**src/design/ffa_pkg.sv**
```systemverilog
package ffa_pkg;

  localparam int FREE_ENTRIES = 16;
  localparam int LIVE_ENTRIES = 16;
  localparam int ADDR_W = 32;
  localparam int LEN_W = ADDR_W;
  localparam int SIZE_W = 24;
  localparam int HDR_W = 7;
  localparam int GROW_W = 25;
  localparam int REL_W = 25;
  localparam int CFG_IDX_W = 3;
  localparam int CFG_DATA_W = 32;

  localparam int F_IDX_W = $clog2(FREE_ENTRIES);
  localparam int F_CNT_W = $clog2(FREE_ENTRIES + 1);
  localparam int L_IDX_W = $clog2(LIVE_ENTRIES);
  localparam int L_CNT_W = $clog2(LIVE_ENTRIES + 1);
  localparam int IDX_W = (F_CNT_W > L_CNT_W) ? F_CNT_W : L_CNT_W;
  localparam int NEED_W = ((SIZE_W > HDR_W) ? SIZE_W : HDR_W) + 1;
  localparam int G_W = (GROW_W > NEED_W) ? GROW_W : NEED_W;

  localparam logic [ADDR_W-1:0] HEAP_BASE_RST = ADDR_W'(65536);
  localparam logic [ADDR_W-1:0] HEAP_LIMIT_RST = ADDR_W'(16777216);
  localparam logic [HDR_W-1:0] HEADER_RST = HDR_W'(24);
  localparam logic [GROW_W-1:0] GROW_RST = GROW_W'(12288);
  localparam logic [REL_W-1:0] MIN_REL_RST = REL_W'(4096);

  typedef struct packed {
    logic [ADDR_W-1:0] start;
    logic [LEN_W-1:0] len;
  } seg_t;

  typedef enum logic [0:0] {CMD_ALLOC, CMD_FREE} cmd_e;

  typedef enum logic [1:0] {ST_OK, ST_OOM, ST_FULL, ST_UNKNOWN} status_e;

  typedef enum logic [CFG_IDX_W-1:0] {
    CFG_HEAP_BASE,
    CFG_HEAP_LIMIT,
    CFG_HEADER_SIZE,
    CFG_GROW_UNIT,
    CFG_MIN_RELEASE
  } cfg_idx_e;

  typedef enum logic [4:0] {
    OP_NONE, OP_LOAD, OP_INC, OP_RES_FULL, OP_RES_UNKNOWN, OP_GROW, OP_TAKE_SPLIT,
    OP_TAKE_WHOLE, OP_FDEL, OP_LHIT, OP_PSTEP, OP_PFIX, OP_LDEL, OP_MERGE, OP_INS,
    OP_REL, OP_OUT
  } op_e;

  typedef enum logic [3:0] {
    S_IDLE, S_ASCAN, S_FDEL_R, S_FDEL_M, S_LSCAN, S_PSCAN, S_LDEL, S_MERGE, S_INS,
    S_REL, S_DONE
  } state_e;

  typedef struct packed {
    op_e op;
  } dp_cmd_t;

  typedef struct packed {
    logic live_full;
    logic free_full;
    logic at_end;
    logic fit;
    logic split;
    logic l_end;
    logic hit;
    logic pos_go;
    logic mp;
    logic mn;
    logic mp_saved;
    logic mn_saved;
    logic del_last;
    logic ldel_last;
    logic ins_done;
    logic rel_ok;
  } dp_stat_t;

endpackage

```
**src/design/ffa_req_if.sv**
```systemverilog
interface ffa_req_if import ffa_pkg::*; ();
  logic valid;
  logic ready;
  logic command;
  logic [SIZE_W-1:0] size_bytes;
  logic [ADDR_W-1:0] block_address;

  modport source (output valid, command, size_bytes, block_address, input ready);
  modport sink (input valid, command, size_bytes, block_address, output ready);
endinterface

```
**src/design/ffa_rsp_if.sv**
```systemverilog
interface ffa_rsp_if import ffa_pkg::*; ();
  logic valid;
  logic ready;
  logic [1:0] status;
  logic [ADDR_W-1:0] payload_address;
  logic [ADDR_W-1:0] break_address;
  logic released;

  modport source (output valid, status, payload_address, break_address, released,
                  input ready);
  modport sink (input valid, status, payload_address, break_address, released,
                output ready);
endinterface

```
**src/design/ffa_datapath.sv**
```systemverilog
module ffa_datapath import ffa_pkg::*; (
  input  logic                  clk_i,
  input  logic                  rst_ni,
  input  dp_cmd_t               cmd_i,
  output dp_stat_t              stat_o,
  input  logic [SIZE_W-1:0]     req_size_i,
  input  logic [ADDR_W-1:0]     req_addr_i,
  input  logic                  cfg_we_i,
  input  logic [CFG_IDX_W-1:0]  cfg_index_i,
  input  logic [CFG_DATA_W-1:0] cfg_data_i,
  output status_e               rsp_status_o,
  output logic [ADDR_W-1:0]     rsp_payload_o,
  output logic [ADDR_W-1:0]     rsp_break_o,
  output logic                  rsp_released_o
);

  logic [ADDR_W-1:0] heap_limit_q;
  logic [HDR_W-1:0] hdr_q;
  logic [GROW_W-1:0] grow_q;
  logic [REL_W-1:0] minrel_q;

  seg_t free_q [FREE_ENTRIES];
  seg_t live_q [LIVE_ENTRIES];
  logic [F_CNT_W-1:0] fcnt_q;
  logic [L_CNT_W-1:0] lcnt_q;
  logic [ADDR_W-1:0] brk_q;
  logic [IDX_W-1:0] idx_q;
  logic [F_CNT_W-1:0] pos_q;
  logic [L_IDX_W-1:0] li_q;
  logic pv_q, mp_q, mn_q;

  logic [SIZE_W-1:0] size_q;
  logic [ADDR_W-1:0] addr_q, s_q;
  logic [LEN_W-1:0] t_q;
  seg_t prev_q;
  status_e res_status_q, out_status_q;
  logic [ADDR_W-1:0] res_payload_q, out_payload_q, out_break_q;
  logic res_rel_q, out_rel_q;

  logic [F_IDX_W-1:0] f_rd;
  logic [L_IDX_W-1:0] l_rd;
  seg_t cur, lcur;
  logic [NEED_W-1:0] need;
  logic [NEED_W:0] need_h;
  logic [LEN_W-1:0] rem, merge_len;
  logic [G_W-1:0] g, rem_g;
  logic [ADDR_W-1:0] lhdr;
  logic [ADDR_W:0] prev_end, blk_end, cur_end;
  logic [REL_W:0] minrel_h;
  logic fit, split, oom, split_g, cur_valid, mp, mn, free_full, live_full, rel_ok;
  logic del_last, ldel_last, grow_ok;

  always_comb begin
    unique case (cmd_i.op)
      OP_MERGE: f_rd = pos_q[F_IDX_W-1:0];
      OP_REL:   f_rd = F_IDX_W'(fcnt_q - 1'b1);
      OP_INS:   f_rd = F_IDX_W'(idx_q - 1'b1);
      OP_FDEL:  f_rd = F_IDX_W'(idx_q + 1'b1);
      default:  f_rd = idx_q[F_IDX_W-1:0];
    endcase
    l_rd = (cmd_i.op == OP_LDEL) ? L_IDX_W'(idx_q + 1'b1) : idx_q[L_IDX_W-1:0];
  end

  assign cur = free_q[f_rd];
  assign lcur = live_q[l_rd];

  assign need = NEED_W'(size_q) + NEED_W'(hdr_q);
  assign need_h = (NEED_W+1)'(need) + (NEED_W+1)'(hdr_q);
  assign fit = cur.len >= LEN_W'(need_h);
  assign rem = cur.len - LEN_W'(need);
  assign split = (rem != '0) && (rem >= LEN_W'(hdr_q));

  assign g = (G_W'(grow_q) > G_W'(need)) ? G_W'(grow_q) : G_W'(need);
  assign oom = (ADDR_W'(g) > heap_limit_q) || (brk_q > heap_limit_q - ADDR_W'(g));
  assign rem_g = g - G_W'(need);
  assign split_g = (rem_g != '0) && (rem_g >= G_W'(hdr_q));
  assign free_full = fcnt_q == F_CNT_W'(FREE_ENTRIES);
  assign live_full = lcnt_q == L_CNT_W'(LIVE_ENTRIES);
  assign grow_ok = !oom && !(split_g && free_full);

  assign lhdr = lcur.start + ADDR_W'(hdr_q);
  assign cur_valid = idx_q < IDX_W'(fcnt_q);
  assign prev_end = {1'b0, prev_q.start} + {1'b0, prev_q.len};
  assign blk_end = {1'b0, s_q} + {1'b0, t_q};
  assign mp = pv_q && (prev_end == {1'b0, s_q});
  assign mn = cur_valid && (blk_end == {1'b0, cur.start});
  assign merge_len = prev_q.len + t_q + (mn_q ? cur.len : '0);

  assign cur_end = {1'b0, cur.start} + {1'b0, cur.len};
  assign minrel_h = (REL_W+1)'(minrel_q) + (REL_W+1)'(hdr_q);
  assign rel_ok = (fcnt_q != '0) && (cur_end == {1'b0, brk_q}) &&
                  (cur.len >= LEN_W'(minrel_h));

  assign del_last = ({1'b0, idx_q} + 1'b1) >= (IDX_W+1)'(fcnt_q);
  assign ldel_last = ({1'b0, idx_q} + 1'b1) >= (IDX_W+1)'(lcnt_q);

  always_comb begin
    stat_o.live_full = live_full;
    stat_o.free_full = free_full;
    stat_o.at_end = !cur_valid;
    stat_o.fit = fit;
    stat_o.split = split;
    stat_o.l_end = !(idx_q < IDX_W'(lcnt_q));
    stat_o.hit = lhdr == addr_q;
    stat_o.pos_go = cur_valid && (cur.start <= s_q);
    stat_o.mp = mp;
    stat_o.mn = mn;
    stat_o.mp_saved = mp_q;
    stat_o.mn_saved = mn_q;
    stat_o.del_last = del_last;
    stat_o.ldel_last = ldel_last;
    stat_o.ins_done = idx_q <= IDX_W'(pos_q);
    stat_o.rel_ok = rel_ok;
  end

  always_ff @(posedge clk_i or negedge rst_ni) begin
    if (!rst_ni) begin
      heap_limit_q <= HEAP_LIMIT_RST;
      hdr_q <= HEADER_RST;
      grow_q <= GROW_RST;
      minrel_q <= MIN_REL_RST;
      fcnt_q <= '0;
      lcnt_q <= '0;
      brk_q <= HEAP_BASE_RST;
      idx_q <= '0;
      pos_q <= '0;
      li_q <= '0;
      pv_q <= 1'b0;
      mp_q <= 1'b0;
      mn_q <= 1'b0;
    end else begin
      unique case (cmd_i.op)
        OP_LOAD: begin
          idx_q <= '0;
          pv_q <= 1'b0;
        end
        OP_INC: idx_q <= idx_q + 1'b1;
        OP_GROW: begin
          if (grow_ok) begin
            brk_q <= brk_q + ADDR_W'(g);
            lcnt_q <= lcnt_q + 1'b1;
            if (split_g) fcnt_q <= fcnt_q + 1'b1;
          end
        end
        OP_TAKE_SPLIT, OP_TAKE_WHOLE: lcnt_q <= lcnt_q + 1'b1;
        OP_FDEL: begin
          if (del_last) fcnt_q <= fcnt_q - 1'b1;
          else idx_q <= idx_q + 1'b1;
        end
        OP_LHIT: begin
          li_q <= idx_q[L_IDX_W-1:0];
          idx_q <= '0;
          pv_q <= 1'b0;
        end
        OP_PSTEP: begin
          pv_q <= 1'b1;
          idx_q <= idx_q + 1'b1;
        end
        OP_PFIX: begin
          pos_q <= F_CNT_W'(idx_q);
          mp_q <= mp;
          mn_q <= mn;
          idx_q <= IDX_W'(li_q);
        end
        OP_LDEL: begin
          if (ldel_last) lcnt_q <= lcnt_q - 1'b1;
          else idx_q <= idx_q + 1'b1;
        end
        OP_MERGE: idx_q <= (mp_q && mn_q) ? IDX_W'(pos_q) : IDX_W'(fcnt_q);
        OP_INS: begin
          if (idx_q > IDX_W'(pos_q)) idx_q <= idx_q - 1'b1;
          else fcnt_q <= fcnt_q + 1'b1;
        end
        OP_REL: begin
          if (rel_ok) begin
            brk_q <= cur.start;
            idx_q <= IDX_W'(fcnt_q - 1'b1);
          end
        end
        default: ;
      endcase
      if (cfg_we_i) begin
        unique case (cfg_idx_e'(cfg_index_i))
          CFG_HEAP_BASE: begin
            // The base only matters while the heap is empty, so it goes straight
            // into the break.
            if (fcnt_q == '0 && lcnt_q == '0) brk_q <= ADDR_W'(cfg_data_i);
          end
          CFG_HEAP_LIMIT: heap_limit_q <= ADDR_W'(cfg_data_i);
          CFG_HEADER_SIZE: hdr_q <= cfg_data_i[HDR_W-1:0];
          CFG_GROW_UNIT: grow_q <= cfg_data_i[GROW_W-1:0];
          CFG_MIN_RELEASE: minrel_q <= cfg_data_i[REL_W-1:0];
          default: ;
        endcase
      end
    end
  end

  always_ff @(posedge clk_i) begin
    unique case (cmd_i.op)
      OP_LOAD: begin
        size_q <= req_size_i;
        addr_q <= req_addr_i;
        res_status_q <= ST_OK;
        res_payload_q <= '0;
        res_rel_q <= 1'b0;
      end
      OP_RES_FULL: res_status_q <= ST_FULL;
      OP_RES_UNKNOWN: res_status_q <= ST_UNKNOWN;
      OP_GROW: begin
        if (oom) begin
          res_status_q <= ST_OOM;
        end else if (split_g && free_full) begin
          res_status_q <= ST_FULL;
        end else begin
          live_q[lcnt_q[L_IDX_W-1:0]] <= '{start: brk_q,
                                          len: split_g ? LEN_W'(need) : LEN_W'(g)};
          if (split_g) begin
            free_q[fcnt_q[F_IDX_W-1:0]] <= '{start: brk_q + ADDR_W'(need),
                                            len: LEN_W'(rem_g)};
          end
          res_payload_q <= brk_q + ADDR_W'(hdr_q);
        end
      end
      OP_TAKE_SPLIT: begin
        free_q[idx_q[F_IDX_W-1:0]] <= '{start: cur.start + ADDR_W'(need), len: rem};
        live_q[lcnt_q[L_IDX_W-1:0]] <= '{start: cur.start, len: LEN_W'(need)};
        res_payload_q <= cur.start + ADDR_W'(hdr_q);
      end
      OP_TAKE_WHOLE: begin
        live_q[lcnt_q[L_IDX_W-1:0]] <= cur;
        res_payload_q <= cur.start + ADDR_W'(hdr_q);
      end
      OP_FDEL: begin
        if (!del_last) free_q[idx_q[F_IDX_W-1:0]] <= cur;
      end
      OP_LHIT: begin
        s_q <= lcur.start;
        t_q <= lcur.len;
      end
      OP_PSTEP: prev_q <= cur;
      OP_LDEL: begin
        if (!ldel_last) live_q[idx_q[L_IDX_W-1:0]] <= lcur;
      end
      OP_MERGE: begin
        if (mp_q) begin
          free_q[F_IDX_W'(pos_q - 1'b1)] <= '{start: prev_q.start, len: merge_len};
        end else if (mn_q) begin
          free_q[pos_q[F_IDX_W-1:0]] <= '{start: s_q, len: cur.len + t_q};
        end
      end
      OP_INS: begin
        if (idx_q > IDX_W'(pos_q)) free_q[idx_q[F_IDX_W-1:0]] <= cur;
        else free_q[pos_q[F_IDX_W-1:0]] <= '{start: s_q, len: t_q};
      end
      OP_REL: begin
        if (rel_ok) res_rel_q <= 1'b1;
      end
      OP_OUT: begin
        out_status_q <= res_status_q;
        out_payload_q <= res_payload_q;
        out_break_q <= brk_q;
        out_rel_q <= res_rel_q;
      end
      default: ;
    endcase
  end

  assign rsp_status_o = out_status_q;
  assign rsp_payload_o = out_payload_q;
  assign rsp_break_o = out_break_q;
  assign rsp_released_o = out_rel_q;

endmodule

```
**src/design/ffa_controller.sv**
```systemverilog
module ffa_controller import ffa_pkg::*; (
  input  logic     clk_i,
  input  logic     rst_ni,
  input  logic     req_valid_i,
  input  logic     req_cmd_i,
  output logic     req_ready_o,
  input  logic     rsp_ready_i,
  output logic     rsp_valid_o,
  input  dp_stat_t stat_i,
  output dp_cmd_t  cmd_o
);

  state_e state_q, state_d;
  logic valid_q, valid_d;

  always_ff @(posedge clk_i or negedge rst_ni) begin
    if (!rst_ni) begin
      state_q <= S_IDLE;
      valid_q <= 1'b0;
    end else begin
      state_q <= state_d;
      valid_q <= valid_d;
    end
  end

  always_comb begin
    state_d = state_q;
    cmd_o.op = OP_NONE;
    req_ready_o = 1'b0;
    valid_d = valid_q && !rsp_ready_i;
    unique case (state_q)
      S_IDLE: begin
        req_ready_o = 1'b1;
        if (req_valid_i) begin
          cmd_o.op = OP_LOAD;
          state_d = (cmd_e'(req_cmd_i) == CMD_FREE) ? S_LSCAN : S_ASCAN;
        end
      end
      S_ASCAN: begin
        priority if (stat_i.live_full) begin
          cmd_o.op = OP_RES_FULL;
          state_d = S_DONE;
        end else if (stat_i.at_end) begin
          cmd_o.op = OP_GROW;
          state_d = S_DONE;
        end else if (stat_i.fit) begin
          cmd_o.op = stat_i.split ? OP_TAKE_SPLIT : OP_TAKE_WHOLE;
          state_d = stat_i.split ? S_DONE : S_FDEL_R;
        end else begin
          cmd_o.op = OP_INC;
        end
      end
      S_FDEL_R, S_FDEL_M: begin
        cmd_o.op = OP_FDEL;
        if (stat_i.del_last) state_d = (state_q == S_FDEL_R) ? S_DONE : S_REL;
      end
      S_LSCAN: begin
        priority if (stat_i.l_end) begin
          cmd_o.op = OP_RES_UNKNOWN;
          state_d = S_DONE;
        end else if (stat_i.hit) begin
          cmd_o.op = OP_LHIT;
          state_d = S_PSCAN;
        end else begin
          cmd_o.op = OP_INC;
        end
      end
      S_PSCAN: begin
        priority if (stat_i.pos_go) begin
          cmd_o.op = OP_PSTEP;
        end else if (!stat_i.mp && !stat_i.mn && stat_i.free_full) begin
          cmd_o.op = OP_RES_FULL;
          state_d = S_DONE;
        end else begin
          cmd_o.op = OP_PFIX;
          state_d = S_LDEL;
        end
      end
      S_LDEL: begin
        cmd_o.op = OP_LDEL;
        if (stat_i.ldel_last) state_d = S_MERGE;
      end
      S_MERGE: begin
        cmd_o.op = OP_MERGE;
        if (stat_i.mp_saved) state_d = stat_i.mn_saved ? S_FDEL_M : S_REL;
        else state_d = stat_i.mn_saved ? S_REL : S_INS;
      end
      S_INS: begin
        cmd_o.op = OP_INS;
        if (stat_i.ins_done) state_d = S_REL;
      end
      S_REL: begin
        cmd_o.op = OP_REL;
        state_d = stat_i.rel_ok ? S_FDEL_R : S_DONE;
      end
      S_DONE: begin
        if (!valid_q || rsp_ready_i) begin
          cmd_o.op = OP_OUT;
          valid_d = 1'b1;
          state_d = S_IDLE;
        end
      end
      default: state_d = S_IDLE;
    endcase
  end

  assign rsp_valid_o = valid_q;

endmodule

```
**src/design/first_fit_heap_allocator_top.sv**
```systemverilog
// First-fit heap allocator with full coalescing over a region that ends at a movable
// break. One request is worked at a time; the result sits in an output register, so
// the next request can be taken while it waits. A sequencer walks the free and live
// tables one entry per cycle for the search, and shifting an entry in or out of a
// table moves the entries behind it one at a time. A result that is not taken stalls
// the next request in its final cycle. Configuration is written through
// cfg_we_i/cfg_index_i/cfg_data_i while no request is in flight.
module first_fit_heap_allocator_top import ffa_pkg::*; (
  input  logic                  clk_i,
  input  logic                  rst_ni,
  ffa_req_if.sink               req,
  ffa_rsp_if.source             rsp,
  input  logic                  cfg_we_i,
  input  logic [CFG_IDX_W-1:0]  cfg_index_i,
  input  logic [CFG_DATA_W-1:0] cfg_data_i
);

  dp_cmd_t cmd;
  dp_stat_t stat;
  status_e status;

  ffa_controller u_ctrl (
    .clk_i       (clk_i),
    .rst_ni      (rst_ni),
    .req_valid_i (req.valid),
    .req_cmd_i   (req.command),
    .req_ready_o (req.ready),
    .rsp_ready_i (rsp.ready),
    .rsp_valid_o (rsp.valid),
    .stat_i      (stat),
    .cmd_o       (cmd)
  );

  ffa_datapath u_dp (
    .clk_i          (clk_i),
    .rst_ni         (rst_ni),
    .cmd_i          (cmd),
    .stat_o         (stat),
    .req_size_i     (req.size_bytes),
    .req_addr_i     (req.block_address),
    .cfg_we_i       (cfg_we_i),
    .cfg_index_i    (cfg_index_i),
    .cfg_data_i     (cfg_data_i),
    .rsp_status_o   (status),
    .rsp_payload_o  (rsp.payload_address),
    .rsp_break_o    (rsp.break_address),
    .rsp_released_o (rsp.released)
  );

  assign rsp.status = status;

endmodule

```
**src/flat_wrapper.sv**
```systemverilog
// flat-port wrapper written by rule: the top's interface ports become plain ports
module first_fit_heap_allocator_top_flat import ffa_pkg::*;
  (clk_i, rst_ni, cfg_we_i, cfg_index_i, cfg_data_i, req_valid, req_command, req_size_bytes, req_block_address, req_ready, rsp_valid, rsp_status, rsp_payload_address, rsp_break_address, rsp_released, rsp_ready);
  ffa_req_if req_i ();
  ffa_rsp_if rsp_i ();
  input  logic clk_i;
  input  logic rst_ni;
  input  logic cfg_we_i;
  input  logic [CFG_IDX_W-1:0] cfg_index_i;
  input  logic [CFG_DATA_W-1:0] cfg_data_i;
  input wire logic [$bits(req_i.valid)-1:0] req_valid;
  input wire logic [$bits(req_i.command)-1:0] req_command;
  input wire logic [$bits(req_i.size_bytes)-1:0] req_size_bytes;
  input wire logic [$bits(req_i.block_address)-1:0] req_block_address;
  output wire logic [$bits(req_i.ready)-1:0] req_ready;
  output wire logic [$bits(rsp_i.valid)-1:0] rsp_valid;
  output wire logic [$bits(rsp_i.status)-1:0] rsp_status;
  output wire logic [$bits(rsp_i.payload_address)-1:0] rsp_payload_address;
  output wire logic [$bits(rsp_i.break_address)-1:0] rsp_break_address;
  output wire logic [$bits(rsp_i.released)-1:0] rsp_released;
  input wire logic [$bits(rsp_i.ready)-1:0] rsp_ready;
  assign req_i.valid = req_valid;
  assign req_i.command = req_command;
  assign req_i.size_bytes = req_size_bytes;
  assign req_i.block_address = req_block_address;
  assign req_ready = req_i.ready;
  assign rsp_valid = rsp_i.valid;
  assign rsp_status = rsp_i.status;
  assign rsp_payload_address = rsp_i.payload_address;
  assign rsp_break_address = rsp_i.break_address;
  assign rsp_released = rsp_i.released;
  assign rsp_i.ready = rsp_ready;
  first_fit_heap_allocator_top u_core (.clk_i(clk_i), .rst_ni(rst_ni), .req(req_i), .rsp(rsp_i), .cfg_we_i(cfg_we_i), .cfg_index_i(cfg_index_i), .cfg_data_i(cfg_data_i));
endmodule
```
**config.mk**
```make
export PLATFORM = sky130hd
export DESIGN_NAME = first_fit_heap_allocator_top_flat
export DESIGN_NICKNAME = d
export VERILOG_FILES = /design/src/design/ffa_pkg.sv /design/src/design/ffa_req_if.sv /design/src/design/ffa_rsp_if.sv /design/src/design/ffa_datapath.sv /design/src/design/ffa_controller.sv /design/src/design/first_fit_heap_allocator_top.sv /design/src/flat_wrapper.sv
export SDC_FILE = /design/constraint.sdc
export NUM_CORES = 2
export LEC_CHECK = 0
export BUFFER_PORTS_ARGS = -buffer_cell sky130_fd_sc_hd__buf_2
export CORE_UTILIZATION = 46
export DETAILED_ROUTE_END_ITERATION = 10
export GPL_ROUTABILITY_DRIVEN = 0
export PLACE_DENSITY_LB_ADDON = 0.08
export RECOVER_POWER = 25
export SLEW_MARGIN = 30
export SYNTH_ARGS = -nofsm -noshare
export SYNTH_HDL_FRONTEND = slang
export SYNTH_SLANG_ARGS = --single-unit
```
**constraint.sdc**
```tcl
create_clock -name clk_i -period 18.6 [get_ports clk_i]
set_clock_uncertainty 0.1 [all_clocks]
set_input_delay 1.86 -clock clk_i [delete_from_list [all_inputs] [get_ports clk_i]]
set_output_delay 1.86 -clock clk_i [all_outputs]
set_load 0.01 [all_outputs]
```
## After elaboration in Yosys (flattened, before gate mapping)

Memories as Yosys holds them, arrays and structs flattened.
Index checks and enable logic that the tools add are counted.

- Reduce and logical (&&, ||, !) cells: 55
- Magnitude comparators: 14
- Bitwise logic cells: 5
- Muxes and demuxes: 117
- Eq/ne operators: 56
- $add $sub $neg: 26

Operators with widths:

| cell | count |
|---|---|
| two-way mux 64 bit | 9 |
| two-way mux 32 bit | 8 |
| OR reduction 64 bit | 4 |
| two-way mux 4 bit | 25 |
| adder 32 x 32 -> 33 bit | 3 |
| == test 33 x 32 -> 1 bit | 3 |
| adder 32 x 25 -> 32 bit | 3 |
| adder 32 bit | 3 |
| adder 32 x 7 -> 32 bit | 3 |
| one-hot mux 32 bit (3 select lines) | 1 |
| >= comparator 32 x 26 -> 1 bit | 2 |
| one-hot mux 32 bit (2 select lines) | 1 |
| subtractor 32 x 25 -> 32 bit | 2 |
| two-way mux 5 bit | 12 |
| adder 25 x 7 -> 26 bit | 2 |
| two-way mux 25 bit | 2 |
| one-hot mux 5 bit (10 select lines) | 1 |
| two-way mux 1 bit | 43 |
| == test 5 x 4 -> 1 bit (second input constant) | 8 |
| one-hot mux 4 bit (10 select lines) | 1 |
| one-hot mux 5 bit (8 select lines) | 1 |
| == test 32 bit | 1 |
| >= comparator 32 x 7 -> 1 bit | 1 |
| greater-than comparator 25 x 32 -> 1 bit | 1 |
| 55 further kinds | 133 |

- Memory bits (writable): 2048
- Memories kept: 2
- Output and inout port bits: 69
- Bits in registers: 439
- Input bits: 97

Memories:

| name | words | width | read ports | clocked after Yosys merged registers in | wr ports | RTL line | text |
|---|---|---|---|---|---|---|---|
| u_core.u_dp.free_q | 16 | 64 | 1 | 0 | 1 | ffa_datapath.sv:22 | `seg_t free_q [FREE_ENTRIES];` |
| u_core.u_dp.live_q | 16 | 64 | 1 | 0 | 1 | ffa_datapath.sv:23 | `seg_t live_q [LIVE_ENTRIES];` |

## Longest topological paths before layout

- Mapped depth: 56
- Gate-level depth less buffers: 53

## Modules after synthesis

A second synthesis with hierarchy kept.

- Cells, all modules: 9616
- Area total of the unflattened synthesis: 125912.0 µm²

By module, submodules not included:

| module | instances | cells each | sequential area each (µm²) | area an instance (µm²) |
|---|---|---|---|---|
| ffa_datapath | 1 | 9523 | 73799.5 | 125248.9 |
| ffa_controller | 1 | 93 | 125.1 | 663.1 |

## Worst setup path after synthesis

Ideal clock, no wire load.

- Kind: input to register
- Start point: input req_valid
- End point: register u_core.u_dp.s_q[0], enable pin
- Stages on the path: 22
- Path buffers: 5
- Arrival: 14871 ps
- Library setup time: 644 ps
- Required time: 17856 ps
- Path slack: 2985 ps
- Cell sequence: and2_1 a2111oi_0 nand3_1 xnor2_1 buf_4 buf_4 buf_4 clkbuf_1 buf_1 mux4_2 mux4_2 ha_1 nor2b_1 o21ai_0 a21boi_0 o21a_1 nand4_1 xnor2_1 or4_1 nor4_1 o2111ai_1 nor4_1

RTL lines:

| what | RTL line | text |
|---|---|---|
| start, declared | flat_wrapper.sv:11 | `input wire logic [$bits(req_i.valid)-1:0] req_valid;` |
| end signal, assigned | ffa_datapath.sv:238 | `s_q <= lcur.start;` |
| end, declared | ffa_datapath.sv:33 | `logic [ADDR_W-1:0] addr_q, s_q;` |

==> run summary <==
Number of H-tree branching levels = 5
Via total after detailed routing = 82860
Count of final hold-check violations = 0
CTS tree = yes
Setup Buffers After CTS = 0
Fraction of the mapped netlist area in adder cells = 0.06093
Post-synthesis net count = 9193
Overflow left after global routing = 0
Detailed Routing Iterations Pass 1 = 8
Effective utilization at floorplan = 0.4627
Detailed Place HPWL = 309600 um
Critical path's slowest cell = clkbuf_1
Number of stages on the worst hold path = 0
Worst-Skew Late Latency = 0.94 ns
Number of enable flip-flop cells after synthesis = 2334
Critical Path Source Type = flop
Top cell type's share of synthesized area = 0.5649
Final critical delay including setup and external delays = 16.76 ns
Number of nets with antenna violations after detailed routing = 0
Mapped Area = 0.1241 sq mm
Die height = 521.4 um
CTS Root Buffer Type = clkbuf_16
Number of max-slew violations in the final report = 1101
Horiz. Die Dim = 521.4 um
Sequential-to-total area share from yosys stat = 0.5958
Vias in the first global route = 78770
Maximum buffer depth of the clock tree = 4
Avg WL per Cell = 34.69 um
Total Routing Usage GR = 0.3214
Placeable core region = 0.2682 sq mm
Main combinational cell family by area after synthesis = multiplexers
Relative area change from synthesis to final layout = 12.86%
Synthesized flop and latch total = 2487
Detailed-route DRC error count = 0
TNS Setup = 0 ns
Cell types with the largest area share after synthesis = edfxtp_1, mux4_2, ha_1
Fin crit share = 0.9012
Data required, critical path = 19.08 ns
Initial antenna violation count = 38
Number of buffers added by the clock tree synthesis step = 277
Kind of capture point of the worst setup path = flop
Ys async rst share = 0.06152
Worst slew margin relative to its limit = -2.533
Total of warnings raised by yosys = 368
Global-route wire length before repair = 613300 um
Post-CTS clock slew at the launch and capture registers of the worst setup and hold paths = 0.06 ns
HP Class = flop to flop
Arrival time of the worst setup path = 17.24 ns
Area fraction in and, or, nand and nor cells after synthesis = 0.07172
Mean Syn Cell Area = 14.55 sq um
Primary flip-flop cell chosen by synthesis mapping = edfxtp_1
Status = complete, but fails checks
Number of distinct library cells after synthesis = 117
Drt via density = 6.503
CTS sink count = 2487
Number of buffers added to fix hold violations after cts = 0
Number of design-rule violations left by the first detailed-router iteration = 11170
Number of setup violations in the final report = 0
Max_cap viols = 53
Count of input and output buffers = 165
Fraction of final layout cells with drive strength greater than 1 = 0.1738
Pin count of the biggest net entering global routing = 92
Die Area = 0.2718 sq mm
Crit path kind = flop to flop
Mux cell area share after synthesis = 0.1252
Fillers = 22280
Maximum fanout along the worst path = 31
Biggest area consumer among synthesized cells = edfxtp_1
Number of primary I/O pins = 166
Resized Gates After CTS = 0
Synth Area in XOR/XNOR = 0.03566
Violated checks = max-capacitance violations, max-slew violations
Peak clock frequency supported by timing = 59.66 MHz
Worst Tran Pin Value = 5.300 ns
Complex-gate fraction of the synthesized area = 0.09020
Net count of the finished layout = 9619
Standard-cell row count = 190
FF-to-FF path depth = 28
Syn Inst Count = 8527
Peak per-stage delay on the critical path = 1.97 ns
Unrepaired setup endpoints after global routing = false
Overall routed net length = 441900 um
==> layer usage <==
| layer | vias to the layer above | global-route usage | part of all wire |
|---|---|---|---|
| met5 | - | 0 | 0.00037 |
| met4 | 20 | 0.1517 | 0.053 |
| met3 | 1066 | 0.07903 | 0.10 |
| met2 | 4615 | 0.4778 | 0.44 |
| met1 | 42590 | 0.4442 | 0.40 |
| li1 | 34570 | - | - |
==> layout by cell type, fill, tap and decap left out, types with 43 or more instances in the layout <==
cell,netlist,layout
a211oi_1,69,63
a21o_1,146,146
a21oi_1,464,439
a22oi_1,75,74
a31oi_1,66,59
and2_1,86,71
and3_1,50,50
buf_2,59,76
buf_4,28,174
clkbuf_1,194,237
clkbuf_16,0,282
clkinv_1,3,59
clkinv_2,0,49
dfrtp_1,146,146
edfxtp_1,2334,2334
fa_1,48,48
ha_1,521,521
inv_1,272,274
mux2_2,100,97
mux2i_1,137,122
mux4_2,577,577
nand2_1,455,455
nand2b_1,67,66
nand3_1,143,142
nand4_1,87,87
nor2_1,497,456
nor2b_1,84,82
nor3_1,125,123
nor4_1,43,43
o211ai_1,57,57
o21a_1,73,73
o21ai_0,327,309
o21bai_1,43,43
o22ai_1,68,67
xnor2_1,326,322
xor2_1,171,171
==> cell usage after synthesis, types with 171 or more instances <==
cell type,instances
a21oi_1,464
clkbuf_1,194
edfxtp_1,2334
ha_1,521
inv_1,272
mux4_2,577
nand2_1,455
nor2_1,497
o21ai_0,327
xnor2_1,326
xor2_1,171
==> final timing paths <==
path	slack (ns)	to	start
hold reg to reg	0.30	u_core.u_dp.rsp_payload_o[0]$_DFFE_PN_	u_core.u_dp.res_payload_q[0]$_SDFFCE_PN0P_
setup reg to reg	1.84	u_core.u_dp.live_q[14][19]$_DFFE_PP_	u_core.u_ctrl.state_q[2]$_DFFE_PN0P_
max in group asynchronous	10.05	u_core.u_dp.mn_q$_DFFE_PN0N_	rst_ni
min in group asynchronous	2.79	u_core.u_dp.heap_limit_q[31]$_DFFE_PN0P_	rst_ni
setup / recovery	1.84	u_core.u_dp.live_q[14][19]$_DFFE_PP_	u_core.u_ctrl.state_q[2]$_DFFE_PN0P_
hold / removal	0.30	u_core.u_dp.rsp_payload_o[0]$_DFFE_PN_	u_core.u_dp.res_payload_q[0]$_SDFFCE_PN0P_
==> final cells by class <==
type / instances / area, sq um / area share
clock inverters: 171 / 1737 / 0.01240
flip-flops and latches: 2487 / 73920 / 0.5279
diodes: 19 / 47.55 / 0.0003395
repair buffers: 480 / 3126 / 0.02232
multi-input cells: 5426 / 48470 / 0.3461
inverters: 281 / 1055 / 0.007532
clock buffers: 325 / 7228 / 0.05162
well taps: 3552 / 4444 / 0.03174
==> per-stage QoR <==
| stage | worst slack [ns] | util | instance area, sq um | std cells | hold WS (ns) |
|---|---|---|---|---|---|
| final | 1.837 | 0.5222 | 140000 | 12740 | 0.2987 |
| after global routing | 1.214 | 0.5220 | 140000 | 12730 | 0.3209 |
| after floorplan | 2.985 | - | 124100 | 8527 | 0.3003 |
| after global placement | 3.357 | 0.4878 | 130800 | 12200 | 0.3052 |
| after detailed placement | 3.483 | 0.4901 | 131400 | 12220 | 0.3063 |
| after CTS | 3.345 | 0.5235 | 140400 | 12720 | 0.2910 |
==> sequential cells by signal, summed over array words and instances (netlist names), 2 cells and up <==
register and count:
u_core.u_dp.lcnt_q 5, u_core.u_dp.t_q 32, u_core.u_dp.li_q 4, u_core.u_dp.free_q 1024, u_core.u_dp.rsp_break_o 32, u_core.u_dp.rsp_status_o 2
u_core.u_dp.idx_q 5, u_core.u_dp.s_q 32, u_core.u_dp.live_q 1024, u_core.u_dp.res_payload_q 32, u_core.u_dp.prev_q 64, u_core.u_dp.heap_limit_q 32
u_core.u_ctrl.state_q 4, u_core.u_dp.rsp_payload_o 32, u_core.u_dp.addr_q 32, u_core.u_dp.pos_q 5, u_core.u_dp.fcnt_q 5, u_core.u_dp.hdr_q 7
u_core.u_dp.brk_q 32, u_core.u_dp.res_status_q 2, u_core.u_dp.grow_q 25, u_core.u_dp.minrel_q 25, u_core.u_dp.size_q 24
==> worst max-delay path, delay by kind of cell (launching register included) <==
family	cells	cell delay, ns
buffers and inverters	3	3.05
DFF	1	0.63
AOI/OAI and AO/OA	8	4.51
adders and majority gates	2	0.85
and+or+nand+nor	11	4.49
muxes	4	2.63
==> logic make-up after synthesis <==
logic type | count (synthesis)
compound gates | 1716
flops | 2487
buf+inv | 614
other cells | 1
mux | 816
xor+xnor | 501
simple gates | 1815
fa+ha+maj | 577
Power is not shown: default switching activity piles up to over one toggle a cycle in this logic, so the estimate is an artifact.
